[src/unicode_character_counter_assert.svh]
// Assertion macros for the character counter.
// Included by modules that carry concurrent checks; needs no package.
`ifndef UNICODE_CHARACTER_COUNTER_ASSERT_SVH
`define UNICODE_CHARACTER_COUNTER_ASSERT_SVH

// Same-cycle implication, disabled during reset.
`define UCC_ASSERT_IMP(lbl, clk, rst_n, ante, cons) \
  lbl: assert property (@(posedge clk) disable iff (!rst_n) (ante) |-> (cons)) \
    else $error("ucc assertion failed");

// Next-cycle implication, disabled during reset.
`define UCC_ASSERT_NXT(lbl, clk, rst_n, ante, cons) \
  lbl: assert property (@(posedge clk) disable iff (!rst_n) (ante) |=> (cons)) \
    else $error("ucc assertion failed");

`endif

[src/ucc_pkg.sv]
// Shared types and constants for the character counter.
// No dependencies.
package ucc_pkg;

  // encoding register codes
  localparam logic [2:0] ENC_NONE    = 3'd0;
  localparam logic [2:0] ENC_UTF8    = 3'd1;
  localparam logic [2:0] ENC_UTF16LE = 3'd2;
  localparam logic [2:0] ENC_UTF16BE = 3'd3;
  localparam logic [2:0] ENC_UTF32LE = 3'd4;
  localparam logic [2:0] ENC_UTF32BE = 3'd5;
  localparam logic [2:0] ENC_UNKNOWN = 3'd6;

  typedef enum logic [1:0] {
    FAM_UTF8,
    FAM_UTF16,
    FAM_UTF32
  } fam_t;

  // counter indexes
  localparam int NUM_CLS = 5;
  localparam logic [2:0] CLS_SINGLE  = 3'd0;
  localparam logic [2:0] CLS_DOUBLE  = 3'd1;
  localparam logic [2:0] CLS_TRIPLE  = 3'd2;
  localparam logic [2:0] CLS_QUAD    = 3'd3;
  localparam logic [2:0] CLS_INVALID = 3'd4;

  localparam logic [7:0] CONT_MASK = 8'hC0;
  localparam logic [7:0] CONT_TAG  = 8'h80;

  localparam logic [15:0] LEAD_LO  = 16'hD800;
  localparam logic [15:0] LEAD_HI  = 16'hDBFF;
  localparam logic [15:0] TRAIL_LO = 16'hDC00;
  localparam logic [15:0] TRAIL_HI = 16'hDFFF;
  localparam logic [31:0] CP_MAX   = 32'h0010_FFFF;
  localparam logic [31:0] ASCII_MAX = 32'h0000_007F;

  typedef enum logic [5:0] {
    ST_IDLE  = 6'b000001,
    ST_CHECK = 6'b000010,
    ST_STEP  = 6'b000100,
    ST_FLUSH = 6'b001000,
    ST_LEFT  = 6'b010000,
    ST_EMIT  = 6'b100000
  } state_t;

  typedef struct packed {
    logic load;
    logic mark;
    logic decide;
    logic add_left;
    logic emit;
  } cmd_t;

  typedef struct packed {
    logic at_start;
    logic last;
    logic full;
    logic unit_ok;
    logic stop;
    logic out_free;
  } sts_t;

endpackage

[src/ucc_ifs.sv]
// Valid/ready channel interfaces for the character counter.
// No dependencies.
interface ucc_in_if;
  logic       valid;
  logic       ready;
  logic [7:0] data_byte;
  logic       last;
  modport source (output valid, data_byte, last, input ready);
  modport sink   (input valid, data_byte, last, output ready);
endinterface

interface ucc_out_if;
  logic        valid;
  logic        ready;
  logic [31:0] single_unit_chars;
  logic [31:0] double_unit_chars;
  logic [31:0] triple_unit_chars;
  logic [31:0] quad_unit_chars;
  logic [31:0] invalid_count;
  logic [2:0]  mark_bytes;
  modport source (output valid, single_unit_chars, double_unit_chars, triple_unit_chars,
                  quad_unit_chars, invalid_count, mark_bytes, input ready);
  modport sink   (input valid, single_unit_chars, double_unit_chars, triple_unit_chars,
                  quad_unit_chars, invalid_count, mark_bytes, output ready);
endinterface

[src/ucc_ctrl.sv]
// Sequencer for the character counter: one step per cycle, holding in the emit step while a result is still pending.
// Depends on ucc_pkg and unicode_character_counter_assert.svh.
`include "unicode_character_counter_assert.svh"

module ucc_ctrl (
  input  logic          clk,
  input  logic          rst_n,
  input  logic          in_valid,
  output logic          in_ready,
  input  ucc_pkg::sts_t sts,
  output ucc_pkg::cmd_t cmd
);

  ucc_pkg::state_t state_r, state_nxt;

  always_comb begin
    state_nxt = state_r;
    cmd       = '0;
    in_ready  = 1'b0;
    case (state_r)
      ucc_pkg::ST_IDLE: begin
        in_ready = 1'b1;
        if (in_valid) begin
          cmd.load  = 1'b1;
          state_nxt = ucc_pkg::ST_CHECK;
        end
      end
      ucc_pkg::ST_CHECK: begin
        cmd.mark  = sts.at_start && (sts.full || sts.last);
        state_nxt = sts.last ? ucc_pkg::ST_FLUSH : ucc_pkg::ST_STEP;
      end
      ucc_pkg::ST_STEP: begin
        cmd.decide = !sts.at_start && sts.full;
        state_nxt  = ucc_pkg::ST_IDLE;
      end
      ucc_pkg::ST_FLUSH: begin
        if (sts.unit_ok) begin
          cmd.decide = 1'b1;
          // lone lead surrogate at the end stops the flush
          if (sts.stop) state_nxt = ucc_pkg::ST_LEFT;
        end else begin
          state_nxt = ucc_pkg::ST_LEFT;
        end
      end
      ucc_pkg::ST_LEFT: begin
        cmd.add_left = 1'b1;
        state_nxt    = ucc_pkg::ST_EMIT;
      end
      ucc_pkg::ST_EMIT: begin
        if (sts.out_free) begin
          cmd.emit  = 1'b1;
          state_nxt = ucc_pkg::ST_IDLE;
        end
      end
      default: state_nxt = ucc_pkg::ST_IDLE;
    endcase
  end

  always_ff @(posedge clk) begin
    if (!rst_n) begin
      state_r <= ucc_pkg::ST_IDLE;
    end else begin
      state_r <= state_nxt;
    end
  end

  `UCC_ASSERT_IMP(a_emit_free, clk, rst_n, cmd.emit, sts.out_free)
  `UCC_ASSERT_NXT(a_load_busy, clk, rst_n, cmd.load, !in_ready)
  `UCC_ASSERT_NXT(a_flush_ends, clk, rst_n, state_r == ucc_pkg::ST_FLUSH && !sts.unit_ok, state_r == ucc_pkg::ST_LEFT)
  `UCC_ASSERT_IMP(a_one_cmd, clk, rst_n, 1'b1, $countones(cmd) <= 1)

endmodule

[src/ucc_dp.sv]
// Datapath for the character counter: window, mark check, decoder,
// saturating counters and output register. Depends on ucc_pkg.
module ucc_dp #(
  parameter int COUNT_WIDTH = 32
) (
  input  logic          clk,
  input  logic          rst_n,
  input  ucc_pkg::cmd_t cmd,
  output ucc_pkg::sts_t sts,
  input  logic [7:0]    in_data_byte,
  input  logic          in_last,
  input  logic          cfg_we,
  input  logic [2:0]    cfg_wdata,
  input  logic          out_ready,
  output logic          out_valid,
  output logic [31:0]   out_single,
  output logic [31:0]   out_double,
  output logic [31:0]   out_triple,
  output logic [31:0]   out_quad,
  output logic [31:0]   out_invalid,
  output logic [2:0]    out_mark
);

  logic [2:0] enc_r;
  logic [7:0] win_r [4];
  logic [7:0] win_nxt [4];
  logic [2:0] fill_r, fill_nxt;
  logic       at_start_r, at_start_nxt;
  logic       last_r, last_nxt;
  logic [2:0] mark_r, mark_nxt;
  logic [COUNT_WIDTH-1:0] cnt_r   [ucc_pkg::NUM_CLS];
  logic [COUNT_WIDTH-1:0] cnt_nxt [ucc_pkg::NUM_CLS];
  logic [31:0] clip [ucc_pkg::NUM_CLS];
  logic [31:0] out_cnt_r [ucc_pkg::NUM_CLS];
  logic [2:0]  out_mark_r;
  logic        out_valid_r, out_valid_nxt;

  ucc_pkg::fam_t fam;
  logic [2:0]  min_unit;
  logic [2:0]  dec_cls;
  logic [2:0]  dec_n;
  logic [2:0]  mark_len;
  logic [2:0]  drop_n;
  logic [15:0] u16, v16;
  logic [31:0] c32;
  logic [31:0] flat, shifted;
  logic        c1, c2, c3;

  // encoding family
  always_comb begin
    case (enc_r)
      ucc_pkg::ENC_UTF16LE, ucc_pkg::ENC_UTF16BE: fam = ucc_pkg::FAM_UTF16;
      ucc_pkg::ENC_UTF32LE, ucc_pkg::ENC_UTF32BE: fam = ucc_pkg::FAM_UTF32;
      ucc_pkg::ENC_NONE, ucc_pkg::ENC_UTF8, ucc_pkg::ENC_UNKNOWN: fam = ucc_pkg::FAM_UTF8;
      default: fam = ucc_pkg::FAM_UTF8;
    endcase
    case (fam)
      ucc_pkg::FAM_UTF16: min_unit = 3'd2;
      ucc_pkg::FAM_UTF32: min_unit = 3'd4;
      default:            min_unit = 3'd1;
    endcase
  end

  // byte-order mark
  always_comb begin
    mark_len = 3'd0;
    case (enc_r)
      ucc_pkg::ENC_UTF8:
        if (fill_r >= 3'd3 && win_r[0] == 8'hEF && win_r[1] == 8'hBB && win_r[2] == 8'hBF)
          mark_len = 3'd3;
      ucc_pkg::ENC_UTF16LE:
        if (fill_r >= 3'd2 && win_r[0] == 8'hFF && win_r[1] == 8'hFE) mark_len = 3'd2;
      ucc_pkg::ENC_UTF16BE:
        if (fill_r >= 3'd2 && win_r[0] == 8'hFE && win_r[1] == 8'hFF) mark_len = 3'd2;
      ucc_pkg::ENC_UTF32LE:
        if (fill_r == 3'd4 && win_r[0] == 8'hFF && win_r[1] == 8'hFE &&
            win_r[2] == 8'h00 && win_r[3] == 8'h00) mark_len = 3'd4;
      ucc_pkg::ENC_UTF32BE:
        if (fill_r == 3'd4 && win_r[0] == 8'h00 && win_r[1] == 8'h00 &&
            win_r[2] == 8'hFE && win_r[3] == 8'hFF) mark_len = 3'd4;
      default: mark_len = 3'd0;
    endcase
  end

  // one decision on the bytes held; avail equals the fill level
  always_comb begin
    c1  = (win_r[1] & ucc_pkg::CONT_MASK) == ucc_pkg::CONT_TAG;
    c2  = (win_r[2] & ucc_pkg::CONT_MASK) == ucc_pkg::CONT_TAG;
    c3  = (win_r[3] & ucc_pkg::CONT_MASK) == ucc_pkg::CONT_TAG;
    u16 = (enc_r == ucc_pkg::ENC_UTF16LE) ? {win_r[1], win_r[0]} : {win_r[0], win_r[1]};
    v16 = (enc_r == ucc_pkg::ENC_UTF16LE) ? {win_r[3], win_r[2]} : {win_r[2], win_r[3]};
    c32 = (enc_r == ucc_pkg::ENC_UTF32LE) ? {win_r[3], win_r[2], win_r[1], win_r[0]}
                                          : {win_r[0], win_r[1], win_r[2], win_r[3]};
    dec_cls = ucc_pkg::CLS_INVALID;
    dec_n   = 3'd1;
    case (fam)
      ucc_pkg::FAM_UTF16: begin
        if (u16 >= ucc_pkg::LEAD_LO && u16 <= ucc_pkg::LEAD_HI) begin
          if (fill_r == 3'd4) begin
            if (v16 >= ucc_pkg::TRAIL_LO && v16 <= ucc_pkg::TRAIL_HI) begin
              dec_cls = ucc_pkg::CLS_DOUBLE;
              dec_n   = 3'd4;
            end
          end else begin
            dec_n = 3'd0;
          end
        end else if (u16 >= ucc_pkg::TRAIL_LO && u16 <= ucc_pkg::TRAIL_HI) begin
          dec_n = 3'd1;
        end else if ({16'd0, u16} <= ucc_pkg::ASCII_MAX) begin
          dec_cls = ucc_pkg::CLS_SINGLE;
          dec_n   = 3'd2;
        end else begin
          dec_cls = ucc_pkg::CLS_DOUBLE;
          dec_n   = 3'd2;
        end
      end
      ucc_pkg::FAM_UTF32: begin
        if (!((c32 >= {16'd0, ucc_pkg::LEAD_LO} && c32 <= {16'd0, ucc_pkg::TRAIL_HI}) ||
              c32 > ucc_pkg::CP_MAX)) begin
          dec_cls = (c32 <= ucc_pkg::ASCII_MAX) ? ucc_pkg::CLS_SINGLE : ucc_pkg::CLS_QUAD;
          dec_n   = 3'd4;
        end
      end
      default: begin
        if (!win_r[0][7]) begin
          dec_cls = ucc_pkg::CLS_SINGLE;
        end else if (win_r[0][7:5] == 3'b110) begin
          if (fill_r >= 3'd2 && c1) begin
            dec_cls = ucc_pkg::CLS_DOUBLE;
            dec_n   = 3'd2;
          end
        end else if (win_r[0][7:4] == 4'b1110) begin
          if (fill_r >= 3'd3 && c1 && c2) begin
            dec_cls = ucc_pkg::CLS_TRIPLE;
            dec_n   = 3'd3;
          end
        end else if (fill_r == 3'd4 && c1 && c2 && c3) begin
          dec_cls = ucc_pkg::CLS_QUAD;
          dec_n   = 3'd4;
        end
      end
    endcase
  end

  assign drop_n = cmd.mark ? mark_len : (cmd.decide ? dec_n : 3'd0);
  assign flat   = {win_r[3], win_r[2], win_r[1], win_r[0]};
  assign shifted = flat >> {drop_n, 3'b000};

  always_comb begin
    logic [2:0]           add_n;
    logic [COUNT_WIDTH:0] sum;
    for (int i = 0; i < 4; i++) win_nxt[i] = win_r[i];
    fill_nxt     = fill_r;
    at_start_nxt = at_start_r;
    last_nxt     = last_r;
    mark_nxt     = mark_r;
    if (cmd.load) begin
      win_nxt[fill_r[1:0]] = in_data_byte;
      fill_nxt             = fill_r + 3'd1;
      last_nxt             = in_last;
    end
    if (cmd.mark || cmd.decide) begin
      for (int i = 0; i < 4; i++) win_nxt[i] = shifted[8*i +: 8];
      fill_nxt = fill_r - drop_n;
    end
    if (cmd.mark) begin
      mark_nxt     = mark_len;
      at_start_nxt = 1'b0;
    end
    for (int k = 0; k < ucc_pkg::NUM_CLS; k++) begin
      add_n = 3'd0;
      if (cmd.decide && dec_cls == 3'(k)) add_n = 3'd1;
      if (cmd.add_left && ucc_pkg::CLS_INVALID == 3'(k)) add_n = fill_r;
      sum = {1'b0, cnt_r[k]} + (COUNT_WIDTH+1)'(add_n);
      cnt_nxt[k] = sum[COUNT_WIDTH] ? {COUNT_WIDTH{1'b1}} : sum[COUNT_WIDTH-1:0];
    end
    // result loaded into the output register: back to start-of-buffer state
    if (cmd.emit) begin
      for (int i = 0; i < 4; i++) win_nxt[i] = 8'h00;
      fill_nxt     = 3'd0;
      at_start_nxt = 1'b1;
      mark_nxt     = 3'd0;
      for (int k = 0; k < ucc_pkg::NUM_CLS; k++) cnt_nxt[k] = '0;
    end
    if (cmd.emit)          out_valid_nxt = 1'b1;
    else if (out_ready)    out_valid_nxt = 1'b0;
    else                   out_valid_nxt = out_valid_r;
  end

  // clip counts to the 32-bit result fields
  for (genvar k = 0; k < ucc_pkg::NUM_CLS; k++) begin : g_clip
    if (COUNT_WIDTH > 32) begin : g_wide
      assign clip[k] = (|cnt_r[k][COUNT_WIDTH-1:32]) ? 32'hFFFF_FFFF : cnt_r[k][31:0];
    end else begin : g_narrow
      assign clip[k] = 32'(cnt_r[k]);
    end
  end

  always_ff @(posedge clk) begin
    if (!rst_n) begin
      enc_r       <= ucc_pkg::ENC_NONE;
      for (int i = 0; i < 4; i++) win_r[i] <= 8'h00;
      fill_r      <= 3'd0;
      at_start_r  <= 1'b1;
      mark_r      <= 3'd0;
      for (int k = 0; k < ucc_pkg::NUM_CLS; k++) cnt_r[k] <= '0;
      out_valid_r <= 1'b0;
    end else begin
      if (cfg_we) enc_r <= cfg_wdata;
      for (int i = 0; i < 4; i++) win_r[i] <= win_nxt[i];
      fill_r      <= fill_nxt;
      at_start_r  <= at_start_nxt;
      mark_r      <= mark_nxt;
      for (int k = 0; k < ucc_pkg::NUM_CLS; k++) cnt_r[k] <= cnt_nxt[k];
      out_valid_r <= out_valid_nxt;
    end
  end

  always_ff @(posedge clk) begin
    last_r <= last_nxt;
    if (cmd.emit) begin
      for (int k = 0; k < ucc_pkg::NUM_CLS; k++) out_cnt_r[k] <= clip[k];
      out_mark_r <= mark_r;
    end
  end

  always_comb begin
    sts.at_start = at_start_r;
    sts.last     = last_r;
    sts.full     = fill_r == 3'd4;
    sts.unit_ok  = fill_r >= min_unit;
    sts.stop     = dec_n == 3'd0;
    sts.out_free = !out_valid_r || out_ready;
  end

  assign out_valid   = out_valid_r;
  assign out_single  = out_cnt_r[ucc_pkg::CLS_SINGLE];
  assign out_double  = out_cnt_r[ucc_pkg::CLS_DOUBLE];
  assign out_triple  = out_cnt_r[ucc_pkg::CLS_TRIPLE];
  assign out_quad    = out_cnt_r[ucc_pkg::CLS_QUAD];
  assign out_invalid = out_cnt_r[ucc_pkg::CLS_INVALID];
  assign out_mark    = out_mark_r;

endmodule

[src/unicode_character_counter.sv]
// Top level of the character counter: controller plus datapath.
// Depends on ucc_pkg, ucc_ifs (ucc_in_if, ucc_out_if), ucc_ctrl, ucc_dp.
//
// Usage:
//  - in_ch carries one byte of a buffer per item, with last set on the
//    final byte. out_ch carries one item per buffer: the five character
//    counts (saturating) and the length of the skipped byte-order mark.
//  - cfg_we/cfg_wdata write the encoding register (0 none, 1 UTF-8,
//    2/3 UTF-16LE/BE, 4/5 UTF-32LE/BE, 6 unknown); write it while idle.
//  - A non-final byte steps through accept, mark check and at most one
//    decision. The sequencer issues at most one window operation per cycle.
//  - The final byte steps through accept, mark check, d flush decisions,
//    flush exit, leftover count and result load, where d (0..4) is the
//    number of decisions in the flush; a lone lead surrogate ends the flush
//    on its decision, with no flush exit. The result load waits while a
//    result is still pending; the result is valid the cycle after it.
//  - The result sits in an output register: while the receiver stalls,
//    the next buffer is already taken in; only a second result waits.
//  - Reset (rst_n low, synchronous) clears the window, counts and mark,
//    sets the encoding to none and drops any pending result.
module unicode_character_counter #(
  parameter int COUNT_WIDTH = 32
) (
  input  logic       clk,
  input  logic       rst_n,
  ucc_in_if.sink     in_ch,
  ucc_out_if.source  out_ch,
  input  logic       cfg_we,
  input  logic [2:0] cfg_wdata
);

  ucc_pkg::cmd_t cmd;
  ucc_pkg::sts_t sts;
  logic          in_ready;

  ucc_ctrl u_ctrl (
    .clk      (clk),
    .rst_n    (rst_n),
    .in_valid (in_ch.valid),
    .in_ready (in_ready),
    .sts      (sts),
    .cmd      (cmd)
  );

  ucc_dp #(
    .COUNT_WIDTH (COUNT_WIDTH)
  ) u_dp (
    .clk          (clk),
    .rst_n        (rst_n),
    .cmd          (cmd),
    .sts          (sts),
    .in_data_byte (in_ch.data_byte),
    .in_last      (in_ch.last),
    .cfg_we       (cfg_we),
    .cfg_wdata    (cfg_wdata),
    .out_ready    (out_ch.ready),
    .out_valid    (out_ch.valid),
    .out_single   (out_ch.single_unit_chars),
    .out_double   (out_ch.double_unit_chars),
    .out_triple   (out_ch.triple_unit_chars),
    .out_quad     (out_ch.quad_unit_chars),
    .out_invalid  (out_ch.invalid_count),
    .out_mark     (out_ch.mark_bytes)
  );

  assign in_ch.ready = in_ready;

endmodule

[src/flat_wrapper.sv]
// flat-port wrapper written by rule: the top's interface ports become plain ports
module unicode_character_counter_flat 
#(
  parameter int COUNT_WIDTH = 32
)
  (clk, rst_n, cfg_we, cfg_wdata, in_ch_valid, in_ch_data_byte, in_ch_last, in_ch_ready, out_ch_valid, out_ch_single_unit_chars, out_ch_double_unit_chars, out_ch_triple_unit_chars, out_ch_quad_unit_chars, out_ch_invalid_count, out_ch_mark_bytes, out_ch_ready);
  ucc_in_if in_ch_i ();
  ucc_out_if out_ch_i ();
  input  logic clk;
  input  logic rst_n;
  input  logic cfg_we;
  input  logic [2:0] cfg_wdata;
  input wire logic [$bits(in_ch_i.valid)-1:0] in_ch_valid;
  input wire logic [$bits(in_ch_i.data_byte)-1:0] in_ch_data_byte;
  input wire logic [$bits(in_ch_i.last)-1:0] in_ch_last;
  output wire logic [$bits(in_ch_i.ready)-1:0] in_ch_ready;
  output wire logic [$bits(out_ch_i.valid)-1:0] out_ch_valid;
  output wire logic [$bits(out_ch_i.single_unit_chars)-1:0] out_ch_single_unit_chars;
  output wire logic [$bits(out_ch_i.double_unit_chars)-1:0] out_ch_double_unit_chars;
  output wire logic [$bits(out_ch_i.triple_unit_chars)-1:0] out_ch_triple_unit_chars;
  output wire logic [$bits(out_ch_i.quad_unit_chars)-1:0] out_ch_quad_unit_chars;
  output wire logic [$bits(out_ch_i.invalid_count)-1:0] out_ch_invalid_count;
  output wire logic [$bits(out_ch_i.mark_bytes)-1:0] out_ch_mark_bytes;
  input wire logic [$bits(out_ch_i.ready)-1:0] out_ch_ready;
  assign in_ch_i.valid = in_ch_valid;
  assign in_ch_i.data_byte = in_ch_data_byte;
  assign in_ch_i.last = in_ch_last;
  assign in_ch_ready = in_ch_i.ready;
  assign out_ch_valid = out_ch_i.valid;
  assign out_ch_single_unit_chars = out_ch_i.single_unit_chars;
  assign out_ch_double_unit_chars = out_ch_i.double_unit_chars;
  assign out_ch_triple_unit_chars = out_ch_i.triple_unit_chars;
  assign out_ch_quad_unit_chars = out_ch_i.quad_unit_chars;
  assign out_ch_invalid_count = out_ch_i.invalid_count;
  assign out_ch_mark_bytes = out_ch_i.mark_bytes;
  assign out_ch_i.ready = out_ch_ready;
  unicode_character_counter #(.COUNT_WIDTH(COUNT_WIDTH)) u_core (.clk(clk), .rst_n(rst_n), .in_ch(in_ch_i), .out_ch(out_ch_i), .cfg_we(cfg_we), .cfg_wdata(cfg_wdata));
endmodule
[config.mk]
export PLATFORM = sky130hd
export DESIGN_NAME = unicode_character_counter_flat
export DESIGN_NICKNAME = d
export VERILOG_FILES = /design/src/ucc_pkg.sv /design/src/ucc_ifs.sv /design/src/ucc_ctrl.sv /design/src/ucc_dp.sv /design/src/unicode_character_counter.sv /design/src/flat_wrapper.sv
export VERILOG_INCLUDE_DIRS = /design/src /design/src/src
export SDC_FILE = /design/constraint.sdc
export NUM_CORES = 1
export LEC_CHECK = 0
export BUFFER_PORTS_ARGS = -buffer_cell sky130_fd_sc_hd__buf_4
export CAP_MARGIN = 20
export CORE_UTILIZATION = 30
export CTS_CLUSTER_SIZE = 28
export DETAILED_ROUTE_END_ITERATION = 6
export RECOVER_POWER = 100
export SETUP_SLACK_MARGIN = 0.15
export SLEW_MARGIN = 20
export SYNTH_ARGS = -nofsm -noshare
export SYNTH_HDL_FRONTEND = slang
export SYNTH_SLANG_ARGS = --single-unit
[constraint.sdc]
create_clock -name clk -period 26 [get_ports clk]
set_input_delay 1.3 -clock clk [delete_from_list [all_inputs] [get_ports clk]]
set_output_delay 1.3 -clock clk [all_outputs]
set_load 0.01 [all_outputs]
# --- Yosys cells after proc, flatten, opt, wreduce, memory -nomap -nowiden ---
# Memory sizes are Yosys's and may differ from the RTL's.
# Index checks and enable logic that the tools add are counted.
word_totals:
  register_bits: 21
  latch_bits: 0
  ramBits: 352
  mem_bits_ro: 0
  inputBits: 17
  out_inout_bits: 165
  word_cells: 221
  memories: 3
mem_list:
  columns: ["memory", "depth", "word_bits", "rd", "rd_ports_with_merged_regs", "wr", "line_no", "source"]
  rows:
  - ["u_core.u_dp.cnt_r", 5, 32, 5, 0, 5, "ucc_dp.sv:31", "logic [COUNT_WIDTH-1:0] cnt_r [ucc_pkg::NUM_CLS];"]
  - ["u_core.u_dp.out_cnt_r", 5, 32, 5, 0, 5, "ucc_dp.sv:34", "logic [31:0] out_cnt_r [ucc_pkg::NUM_CLS];"]
  - ["u_core.u_dp.win_r", 4, 8, 4, 0, 4, "ucc_dp.sv:25", "logic [7:0] win_r [4];"]
classes:
  addsub: 7
  n_mul: 0
  div_mod_pow: 0
  magnitude_cmp: 16
  n_eq_ne: 35
  shifts: 1
  mux: 89
  n_bitwise: 11
  reduce_logical: 51
op_table:
  columns: ["cell", "count"]
  rows:
  - ["$mux 32", 14]
  - ["$add 32x3->33", 5]
  - ["$mux 160", 1]
  - ["$mux 3", 26]
  - ["$eq 8x8->1 const B", 9]
  - ["$ge 16x16->1 const B", 3]
  - ["$le 16x16->1 const B", 3]
  - ["$mux 8", 5]
  - ["$logic_and 1x1->1", 33]
  - ["$bwmux 32", 1]
  - ["$ge 32x16->1 const B", 1]
  - ["$gt 32x21->1 const B", 1]
  - ["$le 32x16->1 const B", 1]
  - ["$le 32x7->1 const B", 1]
  - ["$logic_not 8->1", 4]
  - ["$mux 16", 2]
  - ["$shr 32x6->32", 1]
  - ["$pmux 6 s5", 1]
  - ["$mux 6", 4]
  - ["$mux 1", 20]
  - ["$pmux 3 s2", 3]
  - ["$demux 8 s2", 1]
  - ["$le 16x7->1 const B", 1]
  - ["$eq 3x3->1 const B", 5]
  - ["other kinds (34)", 64]

# --- Logic depth before layout (Yosys ltp) ---
# Gate-level depths: netlist of run 1.
# An unclocked memory read counts as a cell.
logic_depth:
  word_depth: 18
  mapped_depth: 22
  mapped_depth_nobuf: 21

# --- Cells and area by module ---
# A second synthesis of run 1 with hierarchy kept.
hier_totals:
  hier_cells: 1426
  hier_area_um2: 15574.9
modules_own_cells:
  columns: ["module", "instances", "cells_each", "area_each_um2", "seq_area_each_um2"]
  rows:
  - ["ucc_dp", 1, 1383, 15157.0, 8988.6]
  - ["ucc_ctrl", 1, 43, 417.9, 120.1]

# --- Least setup slack after synthesis of run 1 ---
# No wires, ideal clock.
synth_timing:
  path_type: "input to register"
  from: "input port out_ch_ready"
  to: "memory u_core.u_dp.win_r[0][6]"
  setup_time_ns: 0.119
  t_arrival_ns: 8.880
  required_ns: 25.881
  slack_ns: 17.002
  stages: 6
  n_path_buf: 2
  cell_sequence: "nor2b_1 nor2_1 nor2b_1 buf_1 clkbuf_1 o221a_2"
synth_rtl:
  columns: ["element", "line_no", "source"]
  rows:
  - ["from (decl)", "flat_wrapper.sv:24", "input wire logic [$bits(out_ch_i.ready)-1:0] out_ch_ready;"]
  - ["to (decl)", "ucc_dp.sv:25", null]

==> results of run 1 <==
[kinds of logic (layout without fill, tap and decap cells)]
| logic type | after synthesis | in the layout | share of synthesized area (%) |
|---|---|---|---|
| AO/OA/AOI/OAI | 311 | 311 | 12.5 |
| XOR/XNOR | 131 | 131 | 7.45 |
| adder cells (fa/ha/maj) | 21 | 21 | 1.80 |
| buffers and inverters | 92 | 303 | 2.27 |
| flip-flops | 373 | 373 | 59.2 |
| multiplexers | 15 | 15 | 0.992 |
| AND/OR/NAND/NOR | 463 | 463 | 15.9 |
[Yosys cell counts, types with 19 or more instances]
cell type / count / area, um^2
nand4_1: 37 / 231
nor2_1: 92 / 345
inv_1: 42 / 158
nor3_1: 31 / 155
and3_1: 39 / 244
nand2_1: 81 / 304
a21oi_1: 176 / 881
edfxtp_1: 164 / 4920
clkbuf_1: 45 / 169
nand3_1: 80 / 400
dfxtp_1: 209 / 4180
ha_1: 19 / 238
xor2_1: 82 / 718
o21ai_0: 30 / 150
xnor2_1: 49 / 429
[area by class of cell]
cell class | count | share of cell area [%]
repair buffers | 187 | 4.23
multi-input cells | 941 | 32.6
flip-flops and latches | 373 | 49.9
inverters | 42 | 0.863
clock buffers | 50 | 6.14
well taps | 672 | 4.60
clock inverters | 24 | 1.73
[worst reg2reg max path: stages (launching register included)]
cell and delay, ns:
dfxtp_1 0.36, nor4_1 0.49, nand3b_1 0.27, o21ai_0 3.23, clkbuf_1 2.06, nor2_1 0.77
a32o_1 0.49
[power breakdown]
part	switching, W	internal, W	leakage (nW)	total, W
Clock	0.000235	0.000377	0.695	0.000612
Sequential	0.0000105	0.000612	2.83	0.000623
Combinational	0.0000341	0.0000197	2.21	0.0000538
Total	0.000279	0.00101	5.73	0.00129
[layout by cell type (no fill, tap or decap), types with 13 or more instances in the layout]
cell type,n
and3_1,39
mux2i_1,13
nor4_1,17
clkbuf_16,42
xor2_1,82
a21oi_1,176
nand4_1,37
xnor2_1,49
dfxtp_1,209
edfxtp_1,164
inv_1,42
clkbuf_1,174
o21ai_0,30
nand3_1,78
nor3_1,30
nand2_1,81
ha_1,19
nor2_1,92
buf_4,14
[worst max path at each step]
| stage | end | slack, ns | cells past startpoint |
|---|---|---|---|
| final | u_core.u_dp.win_r[3][7] | 18.22 | 6 |
| after global routing | u_core.u_dp.win_r[3][7] | 17.46 | 6 |
| after CTS | u_core.u_dp.cnt_r[0][125] | 20.11 | 19 |
| after detailed placement | u_core.u_dp.cnt_r[0][102] | 20.13 | 20 |
| after global placement | u_core.u_dp.cnt_r[0][5] | 20.20 | 18 |
| after floorplan | u_core.u_dp.win_r[0][6] | 17.00 | 6 |
[state kept, by name (all words and copies together), names as in the netlist]
name,count
u_core.u_dp.enc_r,3
u_core.u_dp.fill_r,3
u_core.u_dp.mark_r,3
u_core.u_dp.last_r,1
u_core.u_ctrl.state_r,6
u_core.u_dp.win_r,32
u_core.u_dp.out_cnt_r,160
u_core.u_dp.out_valid,1
u_core.u_dp.at_start_r,1
u_core.u_dp.out_mark,3
u_core.u_dp.cnt_r,160
[layer usage]
layer  part of all wire, %  GRT usage [%]  routed length [um]  vias up
met5                     0              0                   0        -
met3                   6.1           3.34                2330       65
li1                      -              -                   -     5527
met1                    45           18.9               17200     5478
met2                    46           22.4               17400      326
met4                   2.8           5.12                1050        0
[through the flow]
step	setup WS, ns	cell area [um^2]	util, %
after floorplan	17.00	15400	-
after global placement	20.20	17500	34.6
after detailed placement	20.13	17500	34.7
after CTS	20.11	18900	37.6
after global routing	17.46	18300	36.3
final	18.22	18300	36.3
==> reports/metrics.cfg, run 1 <==
[yosys]
seq_area_frac_synth_pct=59.2
ys_ff_latch=373
synth.distinct_cells=73
synth_area_um2=15400
synth_nets=1444
synth-warning-count=0
ys.flop_type=dfxtp_1
synthArstFlopShare_pct=0
syn_inst=1406
avgSynthCellArea_um2=10.9
synth_edf_count=164

[sta]
post-route-min-period_ns=7.78
tns_ns=0
finalHoldViolations=0
setup_viol_count_final=0
hold-worst-slack_ns=0.436
fmax_mhz=129
post-route-period-util_pct=29.9
clock_skew_ns=0.0140
rsz0062_at_grt=no
drv_slew=368
max_slew.worst_pin.slew_ns=4.36
slew-limit-headroom_pct=-190

[clock_network]
ctsHoldBuffers=0
post_cts.resized_instances=0
cts-root-buf=clkbuf_16
cts_buffers=40
clk_latency_ns=0.54
cts.clk_slew.worst_paths_ns=0.07
post_cts_buffers=0
cts_tree=built
htreeDepth=2
clk_path_buf_depth=3
cts.sinks=373

[hold_path]
hold_path_class=reg -> reg
worstHoldStart=u_core.u_dp.mark_r[2]
hold_end=u_core.u_dp.out_mark[2]
holdPathStages=0

[cells_and_area]
antenna_cells=0
nFillCells=4993
multi_input_area_um2=5950
final_cells=2289
syn2layout_area_growth_pct=18.6
seqCellArea_um2=9110
drive_gt1_share_pct=6.74
fin_nets=1623

[detailed_routing]
via_count=11396
wl_um=38000
drc=0
routed_via_density=4.98
detail-route-antenna-nets=0
post_drt_wl_per_cell_um=16.6
drt_iter0_markers=905
first_pass_iters=5

[critical_path]
arrival_ns=8.20
startpoint=u_core.u_ctrl.state_r[1]
cp_cell_sequence=nor4_1 > nand3b_1 > o21ai_0 > clkbuf_1 > nor2_1 > a32o_1
worst-setup-path-type=reg -> reg
ff2ff_path_depth=6
crit_slowest_cell=o21ai_0
cp-end-kind=flip-flop
r2r_slack_ns=18.22
worstReg2RegStart=u_core.u_ctrl.state_r[1]
cp.required_ns=26.43
cp_slowest_stage_delay_ns=3.23
path_delay_family=compound AO/OA/AOI/OAI gates
r2r-end=u_core.u_dp.win_r[3][7]
crit_fanout=57
startpoint_type=flip-flop
crit_buf_inv=1

[power]
powerDensity_nw_per_um2=70.5
peakVddDrop_mv=0.0418
finalPower_w=0.00129
p_leak_nw=5.73

[grt]
grt_antenna_before_repair=0
grt_max_degree=85
grt_pass1_wl_um=59800
grt.overflow.total=0
grt_usage_pct=14.2
grt_pass1_vias=10889

[status]
status=complete, but fails checks
violations=max-capacitance violations, max-slew violations

[floorplan]
die_y_um=229
std_cell_rows=82
core_um2=50400
ios=182
start_util_pct=30.6
die_w_um=229
die_area_um2=52200

[place]
dpl.hpwl_um=26200
place.gp.congestion=0.932
dpl.cell_count=2215
place.port_buffers=181

[job]
drv_cap=7

(Power assumes the default switching activity.)
==> run 2, diff against run 1 <==
--- a/config.mk
+++ b/config.mk
@@ -6,6 +6,7 @@
 export SDC_FILE = /design/constraint.sdc
 export NUM_CORES = 1
 export LEC_CHECK = 0
+export ABC_AREA = 1
 export BUFFER_PORTS_ARGS = -buffer_cell sky130_fd_sc_hd__buf_4
 export CAP_MARGIN = 20
 export CORE_UTILIZATION = 30
==> constraint.sdc (replaced) <==
create_clock -name clk -period 6.81 [get_ports clk]
set_input_delay 0.3405 -clock clk [delete_from_list [all_inputs] [get_ports clk]]
set_output_delay 0.3405 -clock clk [all_outputs]
set_load 0.01 [all_outputs]
==> run 2 against run 1 <==
  * The flow still finishes with violations (max-capacitance violations, max-slew violations)
  * Via count up 26%
  * Count of clock-buffer cells in the layout up 6
  * Clock skew up 0.0065 ns
  * Global-route usage up 1.3 points
  * Worst hold slack worse by 0.38 ns
  * Utilization down 0.29 points
  * Critical endpoint is now u_core.u_dp.cnt_r[0][89]
==> reports/metrics.cfg, run 2 <==
[status]
status=complete, but fails checks  ; unchanged
violations=max-capacitance violations, max-slew violations  ; unchanged

[yosys]
synth_top_family_by_area=simple AND/OR/NAND/NOR gates  ; unchanged
synthArstFlopShare_pct=0  ; unchanged
seq_area_frac_synth_pct=52.4  ; was 59.2%
synth_area_um2=17400  ; was 15400 um^2
post-synth-top-count-cell=nand2_1  ; was dfxtp_1
yosys.area.top_type=edfxtp_1  ; unchanged
ys_ff_latch=373  ; unchanged
synth.distinct_cells=50  ; was 73
synth_mux_area_share_pct=0  ; was 0.992%
synth_edf_count=164  ; unchanged
synth_nets=2119  ; was 1444
ys_top_cells_by_count=nand2_1, inv_1, nor2_1  ; was dfxtp_1, a21oi_1, edfxtp_1
synth-warning-count=0  ; unchanged
avgSynthCellArea_um2=8.35  ; was 10.9 um^2
yosysTopAreaCellShare_pct=28.3  ; was 32.0%
synthXorXnorAreaFrac_pct=5.59  ; was 7.45%
synth-adder-area-share_pct=1.60  ; was 1.80%
synth_compound_area_share_pct=7.72  ; was 12.5%
syn_inst=2081  ; was 1406
synth-simple-area-share_pct=24.3  ; was 15.9%
ys.flop_type=dfxtp_1  ; unchanged
synth_area_leaders=edfxtp_1, dfxtp_1, nand2_1  ; was edfxtp_1, dfxtp_1, a21oi_1

[critical_path]
ff2ff_path_depth=8  ; was 6
crit_slowest_cell=clkinvlp_2  ; was o21ai_0
r2r-end=u_core.u_dp.cnt_r[0][89]  ; was u_core.u_dp.win_r[3][7]
worstReg2RegStart=u_core.u_dp.out_valid  ; was u_core.u_ctrl.state_r[1]
crit_fanout=48  ; was 57
cp_cell_sequence=inv_1 > nor2_1 > nor4_1 > nor2_1 > clkinvlp_2 > buf_2 > or2_2 > inv_1  ; was nor4_1 > nand3b_1 > o21ai_0 > clkbuf_1 > nor2_1 > a32o_1
startpoint=u_core.u_dp.out_valid  ; was u_core.u_ctrl.state_r[1]
startpoint_type=flip-flop  ; unchanged
cp.required_ns=7.32  ; was 26.43 ns
worst-setup-path-type=reg -> reg  ; unchanged
r2r_slack_ns=0.73  ; was 18.22 ns
cp_slowest_stage_delay_ns=2.35  ; was 3.23 ns
arrival_ns=6.59  ; was 8.20 ns
cp-end-kind=flip-flop  ; unchanged

[clock_network]
cts_buffers=43  ; was 40
cts.sinks=373  ; unchanged
cts_tree=built  ; unchanged
cts.clk_slew.worst_paths_ns=0.06  ; was 0.07 ns
cts-root-buf=clkbuf_16  ; unchanged
htreeDepth=2  ; unchanged
clk_path_buf_depth=3  ; unchanged
clk_latency_ns=0.58  ; was 0.54 ns
post_cts_buffers=0  ; unchanged

[floorplan]
start_util_pct=30.6  ; about the same
die_w_um=243  ; was 229 um
core_um2=56800  ; was 50400 um^2
die_y_um=243  ; was 229 um
die_area_um2=58900  ; was 52200 um^2
std_cell_rows=87  ; was 82
ios=182  ; unchanged

[job]
drv_cap=3  ; was 7

[detailed_routing]
first_pass_iters=5  ; unchanged
post_drt_wl_per_cell_um=15.1  ; was 16.6 um
via_count=14363  ; was 11396
drc=0  ; unchanged
wl_um=46400  ; was 38000 um
detail-route-antenna-nets=0  ; unchanged
drt_iter0_markers=945  ; was 905
routed_via_density=4.68  ; was 4.98

[cells_and_area]
nFillCells=5990  ; was 4993
top_regs=u_core.u_dp.cnt_r (160), u_core.u_dp.out_cnt_r (160), u_core.u_dp.win_r (32)  ; unchanged
final_cells=3066  ; was 2289
syn2layout_area_growth_pct=17.6  ; was 18.6%
stdcell_area_um2=20400  ; was 18300 um^2
post-route-util_pct=36.0  ; was 36.3%
final_cell_mix=nand2_1, inv_1, nor2_1  ; was dfxtp_1, a21oi_1, clkbuf_1
antenna_cells=0  ; unchanged
fin_nets=2313  ; was 1623
seqCellArea_um2=9110  ; about the same
multi_input_area_um2=6790  ; was 5950 um^2
mostFrequentLayoutCell=nand2_1  ; was dfxtp_1
drive_gt1_share_pct=5.45  ; was 6.74%

[sta]
setup_viol_count_final=0  ; unchanged
tns_ns=0  ; unchanged
rsz0062_at_grt=no  ; unchanged
slew-limit-headroom_pct=-175  ; was -190%
max_slew.worst_pin.slew_ns=4.13  ; was 4.36 ns
post-route-period-util_pct=89.2  ; was 29.9%
drv_slew=244  ; was 368
post-route-min-period_ns=6.08  ; was 7.78 ns
fmax_mhz=165  ; was 129 MHz
clock_skew_ns=0.0205  ; was 0.0140 ns
finalHoldViolations=0  ; unchanged

[place]
place.gp.congestion=0.908  ; was 0.932
dpl.cell_count=2983  ; was 2215
place.port_buffers=181  ; unchanged
postPlaceCellArea_um2=19600  ; was 17500 um^2
dpl.hpwl_um=34100  ; was 26200 um

[hold_path]
hold_path_class=in -> reg  ; was reg -> reg
worstHoldStart=cfg_we  ; was u_core.u_dp.mark_r[2]
holdPathStages=3  ; was 0
hold_end=u_core.u_dp.enc_r[0]  ; was u_core.u_dp.out_mark[2]

[power]
p_leak_nw=8.11  ; was 5.73 nW
powerDensity_nw_per_um2=254  ; was 70.5 nW/um^2
peakVddDrop_mv=0.175  ; was 0.0418 mV

[grt]
grt_pass1_vias=13694  ; was 10889
grt_max_degree=164  ; was 85
grt_antenna_before_repair=1  ; was 0
grt_pass1_wl_um=73800  ; was 59800 um
grt_usage_pct=15.5  ; was 14.2%
grt.overflow.total=0  ; unchanged

-- run 2: cell count changes in the layout (fill, tap and decap cells not counted), moves of 11 or more --
cell	before	now
a21oi_1	176	92
and3_1	39	2
and4_1	12	0
inv_1	42	314
mux2i_1	13	0
nand2_1	81	396
nand2b_1	11	0
nand3_1	78	112
nor2_1	92	265
nor3_1	30	76
nor4_1	17	29
o21ai_0	30	115
xnor2_1	49	36
-- run 2: area by class of cell --
class	count	area share (%)
inverters	322	5.92
flip-flops and latches	373	44.6
clock buffers	56	5.70
well taps	756	4.63
repair buffers	193	4.00
multi-input cells	1342	33.2
clock inverters	24	1.92
-- run 2: worst max-delay path by stage --
stage | to | depth (start not counted)
2_1_floorplan | u_core.u_dp.cnt_r[0][92] | 10
3_3_place_gp | u_core.u_dp.cnt_r[0][30] | 29
3_5_place_dp | u_core.u_dp.cnt_r[0][31] | 29
4_1_cts | u_core.u_dp.cnt_r[0][31] | 29
5_1_grt | u_core.u_dp.cnt_r[0][137] | 24
6_report | u_core.u_dp.cnt_r[0][89] | 8
-- run 2: repair_timing --
action,CTS,global route
resized for setup,0,1
hold buffers,3,0
endpoints found under the setup margin,0,3
hold endpoints to repair,3,0
-- run 2: logic make-up (layout without fill, tap and decap cells) --
kind of cell	Yosys count	after routing
fa+ha+maj	21	21
xor+xnor	111	111
flops	373	373
compound gates	251	251
buf+inv	366	595
simple gates	959	959
-- run 2: where the power goes --
| group | switching (W) | leakage [nW] | internal (W) |
|---|---|---|---|
| combinational | 0.000195 | 4.15 | 0.0000918 |
| clock | 0.000986 | 0.747 | 0.00153 |
| sequential | 0.0000476 | 3.21 | 0.00234 |
-- run 2: critical path, delay by kind of cell, from the launching register on --
family / cells / cell delay, ns
flip-flops: 1 / 0.35
AND/OR/NAND/NOR: 4 / 2.26
buffers and inverters: 4 / 3.38
-- run 2: layer usage --
| metal | track usage (%) | share of wire (%) | up-vias |
|---|---|---|---|
| met1 | 21.1 | 46 | 6686 |
| met3 | 2.87 | 6.1 | 78 |
| met4 | 4.61 | 2.2 | 0 |
| met2 | 25.0 | 46 | 409 |
| li1 | - | - | 7190 |
| met5 | 0 | 0 | - |
-- run 2: through the flow --
step / power, W / hold WS (ns) / setup WS [ns]
finish: 0.00520 / 0.0605 / 0.732
global route: 0.00539 / 0.0390 / 0.157
CTS: 0.00528 / 0.0299 / 0.813
detailed placement: 0.00273 / 0.433 / 0.819
global placement: 0.00272 / 0.424 / 1.04
floorplan: 0.00264 / 0.408 / -0.280
==> run 3, diff against run 2 <==
--- a/config.mk
+++ b/config.mk
@@ -9,6 +9,7 @@
 export ABC_AREA = 1
 export BUFFER_PORTS_ARGS = -buffer_cell sky130_fd_sc_hd__buf_4
 export CAP_MARGIN = 20
+export CORE_MARGIN = 8
 export CORE_UTILIZATION = 30
 export CTS_CLUSTER_SIZE = 28
 export DETAILED_ROUTE_END_ITERATION = 6
@@ -17,4 +18,5 @@
 export SLEW_MARGIN = 20
 export SYNTH_ARGS = -nofsm -noshare
 export SYNTH_HDL_FRONTEND = slang
+export SYNTH_HIERARCHICAL = 1
 export SYNTH_SLANG_ARGS = --single-unit
==> run 3 against run 2 <==
  * The run still ends with max-capacitance violations, max-slew violations left
  * Flip-flop and latch count unchanged
  * Sequential power about the same
  * Clock skew fell by 0.0062 ns
  * Combinational power grew 56%
  * Clock power down 6%
  * Utilization shrank 0.63 points
  * Sequential share of layout area grew 0.36 points
  * Worst hold slack improved by 0.0082 ns
  * Register-to-register slack improved by 0.30 ns
==> reports/metrics.cfg, run 3 <==
[status]
status=complete, but fails checks  ; unchanged
violations=max-capacitance violations, max-slew violations  ; unchanged

[yosys]
ys_top_cells_by_count=nand2_1, inv_1, nor2_1  ; unchanged
synth.distinct_cells=55  ; was 50
avgSynthCellArea_um2=8.55  ; was 8.35 um^2
ys.flop_type=dfxtp_1  ; unchanged
synth-warning-count=6  ; was 0
synth_nets=2062  ; was 2119
syn_inst=2024  ; was 2081
seq_area_frac_synth_pct=52.7  ; was 52.4%
ys_ff_latch=373  ; unchanged
synth_area_um2=17300  ; was 17400 um^2
synth_area_leaders=edfxtp_1, dfxtp_1, nand2_1  ; unchanged
yosysTopAreaCellShare_pct=28.5  ; was 28.3%
post-synth-top-count-cell=nand2_1  ; unchanged
synthArstFlopShare_pct=0  ; unchanged
synth_edf_count=164  ; unchanged
yosys.area.top_type=edfxtp_1  ; unchanged

[sta]
tns_ns=0  ; unchanged
rsz0062_at_grt=no  ; unchanged
finalHoldViolations=0  ; unchanged
slew-limit-headroom_pct=-180  ; was -175%
setup_viol_count_final=0  ; unchanged
clock_skew_ns=0.0142  ; was 0.0205 ns
drv_slew=283  ; was 244
post-route-min-period_ns=5.78  ; was 6.08 ns
fmax_mhz=173  ; was 165 MHz
setup_slack_ns=1.03  ; was 0.732 ns
post-route-period-util_pct=84.8  ; was 89.2%
max_slew.worst_pin.slew_ns=4.20  ; was 4.13 ns

[floorplan]
start_util_pct=30.2  ; was 30.6%
ios=182  ; unchanged
die_area_um2=65600  ; was 58900 um^2
std_cell_rows=88  ; was 87
die_w_um=256  ; was 243 um
die_y_um=256  ; was 243 um
core_um2=57400  ; was 56800 um^2

[cells_and_area]
syn2layout_area_growth_pct=17.2  ; was 17.6%
fin_nets=2255  ; was 2313
drive_gt1_share_pct=6.52  ; was 5.45%
top_regs=u_core/u_dp/cnt_r (160), u_core/u_dp/out_cnt_r (160), u_core/u_dp/win_r (32)  ; was u_core.u_dp.cnt_r (160), u_core.u_dp.out_cnt_r (160), u_core.u_dp.win_r (32)
final_cell_mix=nand2_1, inv_1, nor2_1  ; unchanged
mostFrequentLayoutCell=nand2_1  ; unchanged
antenna_cells=0  ; unchanged

[clock_network]
cts.clk_slew.worst_paths_ns=0.06  ; about the same
post_cts_buffers=0  ; unchanged
clk_latency_ns=0.56  ; was 0.58 ns
htreeDepth=2  ; unchanged
cts_buffers=44  ; was 43
cts_tree=built  ; unchanged
cts.sinks=373  ; unchanged
ctsHoldBuffers=2  ; was 3
clk_path_buf_depth=3  ; unchanged
post_cts.resized_instances=0  ; unchanged
cts-root-buf=clkbuf_16  ; unchanged

[grt]
grt_pass1_wl_um=75700  ; was 73800 um
grt_pass1_vias=13836  ; was 13694
grt.overflow.total=0  ; unchanged
grt_max_degree=165  ; was 164
grt_antenna_before_repair=0  ; was 1
grt_usage_pct=14.0  ; was 15.5%

[job]
drv_cap=3  ; unchanged

[detailed_routing]
wl_um=47500  ; was 46400 um
routed_via_density=4.70  ; was 4.68
detail-route-antenna-nets=0  ; unchanged
post_drt_wl_per_cell_um=15.7  ; was 15.1 um
first_pass_iters=5  ; unchanged
drt_iter0_markers=1050  ; was 945
via_count=14194  ; was 14363
drc=0  ; unchanged

[hold_path]
worstHoldStart=out_ch_ready  ; was cfg_we
holdPathStages=4  ; was 3
hold_path_class=in -> reg  ; unchanged
hold_end=u_core/u_dp/out_valid  ; was u_core.u_dp.enc_r[0]

[place]
dp_worst_setup_slack_ns=1.29  ; was 0.819 ns
place.port_buffers=181  ; unchanged
dpl.hpwl_um=35000  ; was 34100 um
place.gp.congestion=0.939  ; was 0.908

[critical_path]
crit_fanout=61  ; was 48
r2r_slack_ns=1.03  ; was 0.73 ns
worstReg2RegStart=u_core/u_ctrl/state_r[1]  ; was u_core.u_dp.out_valid
worst-setup-path-type=reg -> reg  ; unchanged
arrival_ns=6.27  ; was 6.59 ns
startpoint_type=flip-flop  ; unchanged
r2r-end=u_core/u_dp/cnt_r[0][88]  ; was u_core.u_dp.cnt_r[0][89]
cp-end-kind=flip-flop  ; unchanged
cp.required_ns=7.31  ; was 7.32 ns
ff2ff_path_depth=9  ; was 8

[power]
comb_power_share_pct=8.6  ; was 5.5%
peakVddDrop_mv=0.176  ; was 0.175 mV
p_leak_nw=8.38  ; was 8.11 nW
powerDensity_nw_per_um2=258  ; was 254 nW/um^2
p_int_w=0.00388  ; was 0.00397 W
p_seq_share_pct=46.3  ; was 46.0%
p_switching_w=0.00134  ; was 0.00123 W
p_sw_share_pct=25.7  ; was 23.6%
clkPwrFrac_pct=45.2  ; was 48.5%

[run 3: final cells by class]
class                      count  area [um^2]
clock buffer                  48         1150
clock inverter                34          335
fill                        5935        37100
inverter                     315         1190
multi-input combinational   1292         6730
sequential                   373         9110
tap                          765          957
timing repair buffer         191          802
[run 3: kinds of logic after synthesis]
family                     after synthesis  share of synthesized area, %
AOI/OAI and AO/OA                      258                          8.01
xor gates and xnor gates               112                          5.67
adders and majority gates               21                          1.61
buffers and inverters                  359                          8.17
DFF                                    373                          52.7
and+or+nand+nor                        901                          23.9
[run 3: how the worst max path moves through the flow]
stage                                   from                        end
floorplan           u_core/u_ctrl/state_r[5]  u_core/u_dp/cnt_r[0][128]
global placement        u_core/u_dp/enc_r[2]   u_core/u_dp/cnt_r[0][21]
detailed placement      u_core/u_dp/enc_r[2]   u_core/u_dp/cnt_r[0][19]
CTS                     u_core/u_dp/enc_r[2]   u_core/u_dp/cnt_r[0][19]
global route            u_core/u_dp/enc_r[1]   u_core/u_dp/cnt_r[0][30]
finish              u_core/u_ctrl/state_r[1]   u_core/u_dp/cnt_r[0][88]
[run 3: per-layer routing]
layer / wire length [um] / GRT usage, % / up-vias
met1: 21600 / 18.4 / 6680
met2: 22200 / 23.1 / 390
met4: 1030 / 3.93 / 0
li1: - / - / 7052
met3: 2680 / 2.94 / 72
met5: 0 / 0 / -
[run 3: power by group through the flow]
stage	clock network [W]	logic, W	registers [W]
4_1_cts	0.00245	0.000448	0.00242
3_5_place_dp	0	0.000445	0.00246
3_3_place_gp	0	0.000443	0.00246
6_report	0.00236	0.000448	0.00242
2_1_floorplan	0	0.000327	0.00244
5_1_grt	0.00253	0.000500	0.00242
[run 3: per-stage QoR]
step / power (W) / hold slack [ns] / cell area (um^2) / util [%] / std cells
after floorplan: 0.00277 / 0.408 / 17300 / - / 2024
after global placement: 0.00291 / 0.422 / 19500 / 34.0 / 2934
after detailed placement: 0.00291 / 0.423 / 19500 / 34.0 / 2934
after CTS: 0.00531 / 0.0277 / 21000 / 36.6 / 3018
after global routing: 0.00545 / 0.0498 / 20300 / 35.3 / 3018
final: 0.00522 / 0.0688 / 20300 / 35.3 / 3018
[run 3: worst max-delay path, cell delays in order (launching register included)]
cell and delay [ns]:
dfxtp_1 0.39, nor2_1 0.14, nand3_1 0.11, nor2_1 0.08, nor2_4 0.11, clkbuf_1 1.77, clkinvlp_2 1.91, buf_4 0.70
or2_2 0.39, inv_1 0.05
